==> src/rtl/sic_pkg.sv <==
// ----------------------------------------------------------------------------
// sic_pkg: shared definitions for the string interleave checker
// Store sizes, index widths, operation and status codes, and the structs that
// pass between the top level and the evaluation engine.
// ----------------------------------------------------------------------------
package sic_pkg;

  // Store depths.
  localparam int unsigned MAX_FIRST  = 64;
  localparam int unsigned MAX_SECOND = 64;
  localparam int unsigned MAX_TARGET = MAX_FIRST + MAX_SECOND;

  // Symbol width.
  localparam int unsigned SYM_W = 8;

  // Address widths (at least one bit) and count widths (hold the depth itself).
  localparam int unsigned FIRST_AW  = (MAX_FIRST  > 1) ? $clog2(MAX_FIRST)  : 1;
  localparam int unsigned SECOND_AW = (MAX_SECOND > 1) ? $clog2(MAX_SECOND) : 1;
  localparam int unsigned TARGET_AW = (MAX_TARGET > 1) ? $clog2(MAX_TARGET) : 1;
  localparam int unsigned FIRST_CW  = $clog2(MAX_FIRST + 1);
  localparam int unsigned SECOND_CW = $clog2(MAX_SECOND + 1);
  localparam int unsigned TARGET_CW = $clog2(MAX_TARGET + 1);

  // Operation codes carried in tuser.
  localparam logic [2:0] OP_CLEAR       = 3'd0;
  localparam logic [2:0] OP_PUSH_FIRST  = 3'd1;
  localparam logic [2:0] OP_PUSH_SECOND = 3'd2;
  localparam logic [2:0] OP_PUSH_TARGET = 3'd3;
  localparam logic [2:0] OP_EVALUATE    = 3'd4;

  // Result status codes.
  localparam logic [1:0] STATUS_OK       = 2'd0;
  localparam logic [1:0] STATUS_MISMATCH = 2'd1;
  localparam logic [1:0] STATUS_OVERFLOW = 2'd2;

  // Read addresses that the engine drives into the symbol stores.
  typedef struct packed {
    logic [FIRST_AW-1:0]  first_addr;
    logic [SECOND_AW-1:0] second_addr;
    logic [TARGET_AW-1:0] target_addr;
  } sic_rd_req_t;

  // Registered read data returned by the symbol stores.
  typedef struct packed {
    logic [SYM_W-1:0] first_sym;
    logic [SYM_W-1:0] second_sym;
    logic [SYM_W-1:0] target_sym;
  } sic_rd_data_t;

  // Engine status toward the top level.
  typedef struct packed {
    logic busy;
    logic done;
    logic match;
  } sic_eval_sts_t;

endpackage

==> src/rtl/sic_ram.sv <==
// ----------------------------------------------------------------------------
// sic_ram: simple dual-port synchronous RAM
// One write port and one read port; read data is registered.
// ----------------------------------------------------------------------------
module sic_ram #(
  parameter int unsigned DEPTH = 64,
  parameter int unsigned WIDTH = 8
) (
  input  logic                                         clk_i,
  input  logic                                         we_i,
  input  logic [((DEPTH > 1) ? $clog2(DEPTH) : 1)-1:0] waddr_i,
  input  logic [WIDTH-1:0]                             wdata_i,
  input  logic [((DEPTH > 1) ? $clog2(DEPTH) : 1)-1:0] raddr_i,
  output logic [WIDTH-1:0]                             rdata_o
);

  logic [WIDTH-1:0] mem_q [DEPTH];

  // Write port.
  always_ff @(posedge clk_i) begin
    if (we_i) begin
      mem_q[waddr_i] <= wdata_i;
    end
  end

  // Registered read port.
  always_ff @(posedge clk_i) begin
    rdata_o <= mem_q[raddr_i];
  end

endmodule

==> src/rtl/sic_eval.sv <==
// ----------------------------------------------------------------------------
// sic_eval: interleaving table engine
// Walks the table one cell a cycle, row by row, keeping a single row in a RAM.
// An issue stage drives the store reads; a compute stage combines the read
// data and writes the cell back into the row RAM.
// ----------------------------------------------------------------------------
module sic_eval import sic_pkg::*; (
  input  logic                 clk_i,
  input  logic                 rst_ni,
  input  logic                 start_i,
  input  logic [FIRST_CW-1:0]  na_i,
  input  logic [SECOND_CW-1:0] nb_i,
  output sic_rd_req_t          rd_req_o,
  input  sic_rd_data_t         rd_data_i,
  output sic_eval_sts_t        sts_o
);

  // Issue stage.
  logic                 run_q, run_d;
  logic [FIRST_CW-1:0]  i_q, i_d;
  logic [SECOND_CW-1:0] j_q, j_d;
  logic                 cell_last;

  // Compute stage.
  logic                 cv_q;
  logic [FIRST_CW-1:0]  ci_q;
  logic [SECOND_CW-1:0] cj_q;
  logic                 clast_q;

  // Table state: column zero, the first-string symbol of the row, the cell
  // just written to the left.
  logic                 col0_q, col0_d;
  logic [SYM_W-1:0]     ca_q, ca_d;
  logic                 prev_q;
  logic                 cell_val;

  // Row RAM signals (entry j-1 holds column j).
  logic                 row_rdata;
  logic                 row_we;
  logic [SECOND_CW-1:0] j_m1;
  logic [SECOND_CW-1:0] cj_m1;
  logic [FIRST_CW-1:0]  i_m1;
  logic [TARGET_CW-1:0] t_idx;

  // Read addresses for cell (i, j).
  always_comb begin
    i_m1  = i_q - FIRST_CW'(1);
    j_m1  = j_q - SECOND_CW'(1);
    t_idx = TARGET_CW'(i_q) + TARGET_CW'(j_q) - TARGET_CW'(1);
    rd_req_o.first_addr  = i_m1[FIRST_AW-1:0];
    rd_req_o.second_addr = j_m1[SECOND_AW-1:0];
    rd_req_o.target_addr = t_idx[TARGET_AW-1:0];
  end

  // Cell walk: j runs 0..nb inside each row, i runs 0..na.
  always_comb begin
    run_d     = run_q;
    i_d       = i_q;
    j_d       = j_q;
    cell_last = (i_q == na_i) && (j_q == nb_i);
    if (start_i) begin
      run_d = 1'b1;
      i_d   = '0;
      j_d   = '0;
    end else if (run_q) begin
      if (j_q == nb_i) begin
        j_d = '0;
        if (i_q == na_i) begin
          run_d = 1'b0;
        end else begin
          i_d = i_q + FIRST_CW'(1);
        end
      end else begin
        j_d = j_q + SECOND_CW'(1);
      end
    end
  end

  always_ff @(posedge clk_i or negedge rst_ni) begin
    if (!rst_ni) begin
      run_q   <= 1'b0;
      cv_q    <= 1'b0;
      i_q     <= '0;
      j_q     <= '0;
      clast_q <= 1'b0;
    end else begin
      run_q   <= run_d;
      i_q     <= i_d;
      j_q     <= j_d;
      cv_q    <= run_q;
      clast_q <= run_q && cell_last;
    end
  end

  // Cell coordinates follow the reads into the compute stage.
  always_ff @(posedge clk_i) begin
    ci_q <= i_q;
    cj_q <= j_q;
  end

  // Cell recurrence. Column zero only matches first-string symbols; row zero
  // only matches second-string symbols.
  always_comb begin
    col0_d   = col0_q;
    ca_d     = ca_q;
    cell_val = 1'b0;
    if (cj_q == '0) begin
      if (ci_q == '0) begin
        col0_d = 1'b1;
      end else begin
        col0_d = col0_q && (rd_data_i.first_sym == rd_data_i.target_sym);
        ca_d   = rd_data_i.first_sym;
      end
      cell_val = col0_d;
    end else if (ci_q == '0) begin
      cell_val = prev_q && (rd_data_i.second_sym == rd_data_i.target_sym);
    end else begin
      cell_val = ((ca_q == rd_data_i.target_sym) && row_rdata) ||
                 ((rd_data_i.second_sym == rd_data_i.target_sym) && prev_q);
    end
  end

  always_ff @(posedge clk_i) begin
    if (cv_q) begin
      col0_q <= col0_d;
      ca_q   <= ca_d;
      prev_q <= cell_val;
    end
  end

  // Row RAM write-back. A column is read again only a full row later, after
  // its write has landed.
  assign row_we = cv_q && (cj_q != '0);
  assign cj_m1  = cj_q - SECOND_CW'(1);

  sic_ram #(
    .DEPTH(MAX_SECOND),
    .WIDTH(1)
  ) u_row (
    .clk_i  (clk_i),
    .we_i   (row_we),
    .waddr_i(cj_m1[SECOND_AW-1:0]),
    .wdata_i(cell_val),
    .raddr_i(j_m1[SECOND_AW-1:0]),
    .rdata_o(row_rdata)
  );

  // Status toward the top level.
  assign sts_o.busy  = run_q || cv_q;
  assign sts_o.done  = cv_q && clast_q;
  assign sts_o.match = cell_val;

endmodule

==> config.mk <==
export PLATFORM = sky130hd
export DESIGN_NAME = sic_eval
export DESIGN_NICKNAME = d
export VERILOG_FILES = /design/src/rtl/sic_pkg.sv /design/src/rtl/sic_ram.sv /design/src/rtl/sic_eval.sv
export SDC_FILE = /design/constraint.sdc
export NUM_CORES = 1
export LEC_CHECK = 0
export BUFFER_PORTS_ARGS = -buffer_cell sky130_fd_sc_hd__buf_2
export CORE_MARGIN = 4
export CORE_UTILIZATION = 50
export DETAILED_ROUTE_END_ITERATION = 16
export GPL_ROUTABILITY_DRIVEN = 1
export GPL_TIMING_DRIVEN = 0
export MAX_ROUTING_LAYER = met4
export PLACE_DENSITY = 0.75
export SYNTH_ARGS = -nofsm -noshare
export SYNTH_HDL_FRONTEND = slang
export SYNTH_HIERARCHICAL = 1
export SYNTH_SLANG_ARGS = --single-unit
==> constraint.sdc <==
create_clock -name clk_i -period 3.4 [get_ports clk_i]
set_clock_uncertainty 0.2 [all_clocks]
set_input_delay 0.68 -clock clk_i [delete_from_list [all_inputs] [get_ports clk_i]]
set_output_delay 0.68 -clock clk_i [all_outputs]
set_load 0.005 [all_outputs]
==> results.toml, run 1 <==
[logic_synthesis]
yosys.area_share.simple_pct = 15.1
yosysTopAreaCell = "edfxtp_1"
netlist_area_um2 = 5410
synth_xor_area_share_pct = 9.88
synth_top_area_share_pct = 41.1
yosysWarnings = 6
synth-seq-cells = 106
synth_compound_area_share_pct = 4.23
synth_area_leaders = "edfxtp_1 41%, dfrtp_1 7.9%, dfxtp_1 5.6%"
ys_async_sr_fraction_pct = 16.0
synthMuxAreaShare_pct = 8.58
yosysSeqAreaShare_pct = 54.5
ys_types = 52
ys.flop_type = "edfxtp_1"
synth_enable_flop_cells = 74
synth.avg_cell_area_um2 = 11.9
synth_top_family_by_area = "simple AND/OR/NAND/NOR gates"
synth_cells = 454
syn_nets = 512
synth-adder-area-share_pct = 4.07

[sta]
finalCriticalPeriod_ns = 3.31
worstMarginPinSlew_ns = 0.705
drv_slew = 0
setup_viol = 0
max_freq_mhz = 302
fin_tns_setup_ns = 0
period_share_pct = 97.4
hold_viol = 0
slew_headroom_pct = 52.9
whs_ns = 0.0200
rsz0062_at_grt = "no"

[worst_setup_path]
critPathArrivalTime_ns = 2.43
worstPathMaxFanout = 11
reg2regPathDepth = 9
worstSetupPathType = "reg -> out"
r2r-end = "u_row/rdata_o$_DFF_P_"
worstReg2RegStart = "j_q[0]$_DFFE_PN0P_"
reg2reg_setup_slack_ns = 0.19
start_kind = "register"
crit_path_end_kind = "primary output"
worstPathRequired_ns = 2.52

[power]
switchingPower_uw = 780
p_per_area_nw_per_um2 = 462
pwr-share-clk_pct = 29.4
vdd_drop_max_uv = 191
power_leakage_nw = 2.34
total_power_mw = 2.90
internal_power_mw = 2.12
power_frac_seq_pct = 50.2
power_frac_comb_pct = 20.4
netSwitchingFraction_pct = 26.9

[clock_tree]
ctsHoldBuffers = 0
cts.sinks = 106
numCtsBuffers = 9
cts_root_buf = "clkbuf_8"
htreeDepth = 3
clkLatencyLatePin_ns = 0.38
cts_tree = "built"
clk_transition_reported_paths_ns = 0.10
clockBufferDepth = 2

[grt]
grt_pass1_vias = 3764
grt_max_degree = 67
grt_pass1_wl_mm = 19.1
gr-total-overflow = 0
grt.total_usage_pct = 19.8
antenna_found_initial = 0

[placed_design]
dp_hpwl_mm = 8.25
gp_routability_congestion = 0.889
io_buffers = 61

[finish]
multi_input_area_um2 = 2340
area_growth_pct = 16.0
diodes = 0
nets = 595
drive_above_1_share_pct = 23.4
seq_area_um2 = 2950
fill_cells = 850

[route]
drc = 0
postRouteAntennaNets = 0
via_count = 3814
wire_per_inst_um = 17.8
wirelength_mm = 12.1
vias_per_cell = 5.63
dr.first_iter.drc_count = 179
dr.pass1.iters = 4

[run]
drv_cap = 0

[floorplan]
die-area_um2 = 12500
dieHeight_um = 112
start_util_pct = 51.9
ios = 63
rows = 37
core_area_um2 = 10400
die_width_um = 112

[run_status]
outcome = "complete, no violations"

[min_path]
hold_class = "in -> async"
layout by cell type, fill, tap and decap left out, types with 10 or more instances in the layout:
cell type  count
nor2_1        77
clkbuf_8      10
buf_4         10
dfrtp_1       12
edfxtp_1      74
nand3_1       21
buf_2         64
mux4_2        10
nand2_1       13
xnor2_1       28
xor2_1        33
ha_1          16
dfxtp_1       15
inv_1         26
clkbuf_1      13
sequential cells by signal (all words and copies together) (netlist names):
name / count
u_row/mem_q: 64
cj_q: 7
ci_q: 7
prev_q: 1
clast_q: 1
cv_q: 1
col0_q: 1
run_q: 1
ca_q: 8
u_row/rdata_o: 1
i_q: 7
j_q: 7
kinds of logic (layout without fill, tap and decap cells):
group,Yosys count,after routing
XOR/XNOR,61,61
flip-flops,106,106
AO/OA/AOI/OAI,32,32
adder cells (fa/ha/maj),17,17
buffers and inverters,49,135
multiplexers,22,24
AND/OR/NAND/NOR,167,167
cells in the mapped netlist (13+ instances only):
library cell,count
xor2_1,33
inv_1,29
nor2_1,77
ha_1,16
clkbuf_1,13
nand3_1,21
xnor2_1,28
nand2_1,13
dfxtp_1,15
edfxtp_1,74
dfrtp_1,17
worst max-delay path, stage by stage (launching register included):
cell and delay, ns:
dfxtp_1 0.32, or4_1 0.58, nor4_4 0.22, nand4b_1 0.18
o21ai_2 0.13, mux2_8 0.37, buf_4 0.14, buf_2 0.11
worst max path at each step:
stage / slack (ns) / cells after the start / to / startpoint
finish: 0.09 / 7 / sts_o[0] / ci_q[2]$_DFF_P_
global route: 0.004 / 10 / rd_req_o[6] / i_q[2]$_DFFE_PN0P_
CTS: -0.05 / 7 / sts_o[0] / ci_q[2]$_DFF_P_
detailed placement: -0.46 / 8 / sts_o[0] / rd_data_i[7]
global placement: -0.26 / 8 / sts_o[0] / rd_data_i[7]
floorplan: 0.40 / 6 / sts_o[0] / rd_data_i[7]
area by class of cell:
class | instances | area share, %
clock buffer | 11 | 2.25
buffer | 19 | 1.52
clock inverter | 5 | 1.24
multi-input combinational | 301 | 37.4
timing repair buffer | 70 | 5.94
sequential | 106 | 47.1
inverter | 30 | 1.91
tap | 136 | 2.71
timing repair:
action / in CTS / in global routing
gates cloned: 0 / 2
endpoints found under the setup margin: 4 / 4
buffers inserted: 3 / 6
pin swaps: 0 / 0
gates resized for setup: 9 / 12
through the flow:
step	instances	instance area [um^2]	util [%]	setup slack, ns
6_report	678	6280	60.3	0.0898
5_1_grt	678	6280	60.3	0.00364
4_1_cts	670	6170	59.2	-0.0532
3_5_place_dp	651	5890	56.5	-0.461
3_3_place_gp	651	5890	56.5	-0.257
2_1_floorplan	454	5410	-	0.404
per-layer routing:
| metal | vias up | global-route usage, % | part of all wire (%) |
|---|---|---|---|
| li1 | 1780 | - | - |
| met1 | 1886 | 26.1 | 42 |
| met2 | 128 | 31.5 | 50 |
| met3 | 20 | 3.18 | 6.4 |
| met4 | 0 | 7.13 | 1.9 |
| met5 | - | - | 0 |
power groups by stage:
| stage | Sequential (mW) | Clock (mW) | Combinational, mW |
|---|---|---|---|
| global route | 1.46 | 0.924 | 0.654 |
| detailed placement | 1.49 | 0 | 0.544 |
| global placement | 1.48 | 0 | 0.528 |
| finish | 1.46 | 0.852 | 0.593 |
| floorplan | 1.48 | 0 | 0.364 |
| CTS | 1.46 | 0.858 | 0.557 |
Note: power is estimated with default switching activity, not from simulation.
==> inputs of run 2 (changes only) <==
- CELL_PAD_IN_SITES_DETAIL_PLACEMENT: unset -> 2
- CELL_PAD_IN_SITES_GLOBAL_PLACEMENT: unset -> 2
- CORE_UTILIZATION: 50 -> 39
- PLACE_DENSITY: 0.75 -> 0.84
==> results.toml, run 2 (same netlist as run 1, synthesis figures left out) <==
[finish]
largest_reg_flops = 64
area_growth_pct = 19.9
stdcell_count = 725
reg.largest.list = "u_row/mem_q: 64 flops, ca_q: 8 flops"
diodes = 0
final_common_cell = "nor2_1"
nets = 602
drive_above_1_share_pct = 26.0
fill_cells = 1345
largest-register = "u_row/mem_q"
design_area_um2 = 6490
utilization_pct = 48.4
final_cell_mix = "77 x nor2_1, 74 x edfxtp_1, 63 x buf_2"

[clock_tree]
clk_transition_reported_paths_ns = 0.07
numCtsBuffers = 9
cts_root_buf = "clkbuf_16"
clockBufferDepth = 2
cts_tree = "built"
cts.sinks = 106
ctsHoldBuffers = 0
htreeDepth = 3
clkLatencyLatePin_ns = 0.35

[run_status]
outcome = "complete, no violations"

[worst_setup_path]
path_buf_inv = 2
start_kind = "register"
crit_path_top_delay_cell = "or4_4"
worstPathRequired_ns = 2.52
crit_path_end_kind = "primary output"
worstSetupPathType = "reg -> out"
critPathArrivalTime_ns = 2.43
critical_path.cell_chain = "or4_4, nor4_4, nand4b_1, o21ai_4, mux2_8, buf_4, buf_2"
cpPeakStageDelay_ns = 0.55
worstPathMaxFanout = 5
crit_family = "simple AND/OR/NAND/NOR gates"
worstReg2RegStart = "j_q[0]$_DFFE_PN0P_"
cp-startpoint = "ci_q[2]$_DFF_P_"
reg2reg_setup_slack_ns = 0.17

[route]
drc = 0
dr.pass1.iters = 4
wirelength_mm = 16.8
via_count = 4000
wire_per_inst_um = 23.2
postRouteAntennaNets = 0
vias_per_cell = 5.52
dr.first_iter.drc_count = 209

[min_path]
hold_class = "in -> async"

[power]
p_per_area_nw_per_um2 = 490
total_power_mw = 3.18
power_leakage_nw = 2.42
vdd_drop_max_uv = 332

[sta]
drv_slew = 0
finalCriticalPeriod_ns = 3.31
hold_viol = 0
fin_tns_setup_ns = 0
slew_headroom_pct = 50.4
period_share_pct = 97.3
fin_ws_ns = 0.0919
whs_ns = 0.0567
worstMarginPinSlew_ns = 0.742
setup_viol = 0
max_freq_mhz = 302

[placed_design]
placedCellCount = 691
dp_hpwl_mm = 11.4
dpl_worst_slack_ns = -0.522
gp_routability_congestion = 0.817
io_buffers = 61
dpl_cell_area_um2 = 5940

[grt]
gr-total-overflow = 0
grt_pass1_wl_mm = 25.6
antenna_found_initial = 0
grt.total_usage_pct = 21.6
grt_max_degree = 67
grt_pass1_vias = 4437

[run]
drv_cap = 0

[floorplan]
dieHeight_um = 126
die-area_um2 = 15800
ios = 63
die_width_um = 126
core_area_um2 = 13400
start_util_pct = 40.4
rows = 42
## run 2: changes by cell type in the layout (fill, tap and decap cells not counted), sizes merged
cell and delta:
buf +6, bufinv -1, clkinv -1, clkinvlp +1, inv +2
## run 2: layout make-up
class / count / area [um^2] / share of cell area (%)
Sequential cell: 106 / 2950 / 45.5
Multi-Input combinational cell: 301 / 2370 / 36.5
Timing Repair Buffer: 77 / 425 / 6.56
Clock buffer: 10 / 229 / 3.53
Tap cell: 176 / 220 / 3.39
Inverter: 30 / 121 / 1.87
Buffer: 19 / 100 / 1.54
Clock inverter: 6 / 71.3 / 1.10
## run 2: routing by layer
| layer | global-route usage, % | up-vias | wire, um |
|---|---|---|---|
| met5 | - | - | 0 |
| met4 | 7.00 | 0 | 352 |
| met3 | 3.51 | 26 | 907 |
| met2 | 36.7 | 112 | 8560 |
| met1 | 26.6 | 2069 | 6970 |
| li1 | - | 1793 | - |
## run 2: timing repair
action                                 CTS  global route
pin swaps                                0             3
setup endpoints to repair                4             4
gates cloned                             0             2
buffers inserted                         2            14
endpoints found under the hold margin    0             0
resized for setup                       15            19
## run 2: final timing paths
kind                                         end  depth (start not counted)
setup / recovery                        sts_o[0]                          7
hold / removal                i_q[1]$_DFFE_PN0P_                          1
setup reg to reg           u_row/rdata_o$_DFF_P_                          8
hold reg to reg                  ci_q[4]$_DFF_P_                          0
max in group asynchronous     i_q[0]$_DFFE_PN0P_                          1
min in group clk_i               ci_q[4]$_DFF_P_                          0
## run 2: power by group
part / switching [mW] / internal [mW] / leakage (nW)
clock network: 0.491 / 0.580 / 0.142
logic: 0.398 / 0.255 / 1.27
registers: 0.0141 / 1.44 / 1.00
total: 0.903 / 2.28 / 2.42
==> inputs of run 3 (changes only) <==
- clock period: 3.4 -> 3.7 ns (I/O delays scaled with it)
==> results.toml, run 3 (same netlist as run 1, synthesis figures left out) <==
[clock_tree]
cts_root_buf = "clkbuf_16"
cts_tree = "built"
numCtsBuffers = 9
ctsHoldBuffers = 0
clk_transition_reported_paths_ns = 0.07
clkLatencyLatePin_ns = 0.36
cts.sinks = 106
clockBufferDepth = 2
htreeDepth = 3

[min_path]
hold_class = "in -> async"

[sta]
slew_headroom_pct = 49.9
fin_ws_ns = 0.109
hold_viol = 0
finalCriticalPeriod_ns = 3.59
drv_slew = 0
max_freq_mhz = 279
whs_ns = 0.111
setup_viol = 0
worstMarginPinSlew_ns = 0.746
period_share_pct = 97.0

[floorplan]
ios = 63
rows = 42
start_util_pct = 40.4
dieHeight_um = 126
die-area_um2 = 15800
die_width_um = 126
core_area_um2 = 13400

[finish]
largest_reg_flops = 64
design_area_um2 = 6300
area_growth_pct = 16.5
fill_cells = 1352
final_cell_mix = "77 x nor2_1, 74 x edfxtp_1, 64 x buf_2"
multi_input_area_um2 = 2310
nets = 586
seq_area_um2 = 2950
final_common_cell = "nor2_1"
drive_above_1_share_pct = 20.6
largest-register = "u_row/mem_q"
reg.largest.list = "u_row/mem_q: 64 flops, ca_q: 8 flops"
diodes = 0

[worst_setup_path]
worstPathMaxFanout = 8
start_kind = "register"
critPathArrivalTime_ns = 2.65
worstSetupPathType = "reg -> out"
reg2regPathDepth = 8
reg2reg_setup_slack_ns = 0.36
crit_path_end_kind = "primary output"
worstPathRequired_ns = 2.76

[run_status]
outcome = "complete, no violations"

[route]
vias_per_cell = 5.47
drc = 0
wl_met2_mm = 8.41
dr.first_iter.drc_count = 162
highest_layer = "met4"
wirelength_mm = 16.4
via_count = 3880
wire_per_inst_um = 23.1
dr_wl_met3_um = 611
postRouteAntennaNets = 0
met1_length_mm = 7.09
dr.pass1.iters = 4

[grt]
grt.total_usage_pct = 21.6
antenna_found_initial = 0
gr-total-overflow = 0
grt_max_degree = 67
grt_pass1_vias = 4432
grt_pass1_wl_mm = 25.6

[power]
p_per_area_nw_per_um2 = 458
vdd_drop_max_uv = 291
power_leakage_nw = 2.33

[placed_design]
dp_hpwl_mm = 11.4
dpl_worst_slack_ns = -0.342
dpl_cell_area_um2 = 5940
io_buffers = 61
gp_routability_congestion = 0.817

[run]
drv_cap = 0
run 3: changes by cell type in the layout (fill, tap and decap cells not counted), sizes merged:
cell      change
mux2          -1
clkinvlp      -1
buf          -15
inv           +1
run 3: routing by layer:
layer | GRT usage (%) | vias to the layer above
li1 | - | 1758
met1 | 26.5 | 2021
met2 | 36.6 | 82
met3 | 3.56 | 19
met4 | 7.00 | 0
met5 | - | -
run 3: path summary, 6_finish.rpt:
path,end,startpoint
max,rd_req_o[6],i_q[2]$_DFFE_PN0P_
min,i_q[1]$_DFFE_PN0P_,rst_ni
max reg2reg,u_row/rdata_o$_DFF_P_,j_q[0]$_DFFE_PN0P_
min reg2reg,ci_q[3]$_DFF_P_,i_q[3]$_DFFE_PN0P_
max in group asynchronous,i_q[1]$_DFFE_PN0P_,rst_ni
min in group clk_i,ci_q[3]$_DFF_P_,i_q[3]$_DFFE_PN0P_
run 3: where the power goes:
group / switching, mW / total (mW) / internal [mW]
Combinational: 0.350 / 0.559 / 0.209
Sequential: 0.0152 / 1.34 / 1.33
Clock: 0.453 / 0.986 / 0.533
run 3: area by class of cell:
cell class              count  share of cell area (%)
repair buffers             62                    4.96
multi-input cells         300                    36.7
clock buffers              10                    3.63
inverters                  30                    1.85
plain buffers              19                    1.45
clock inverters             6                    1.13
flip-flops and latches    106                    46.8
well taps                 176                    3.49
run 3: through the flow:
stage               TNS, ns  util (%)  power [mW]  std cells
global placement     -0.110      44.3        1.87        691
detailed placement   -0.342      44.3        1.90        691
CTS                 -0.0224      46.7        2.89        707
global route        -0.0360      47.0        3.01        709
floorplan                 0         -        1.70        454
finish                    0      47.0        2.89        709
run 3: critical path, stage by stage (launching register included):
cell      delay, ns
dfrtp_1        0.39
clkbuf_4       0.19
inv_1          0.16
ha_1           0.28
inv_1          0.13
ha_1           0.25
a21o_1         0.16
a21oi_1        0.21
o21ai_0        0.20
xnor2_1        0.19
buf_2          0.14
run 3: timing repair:
item,in CTS,in global routing
gates resized for setup,3,8
setup endpoints to repair,2,4
gates cloned,0,1
buffers inserted,0,1
pin swaps,0,0
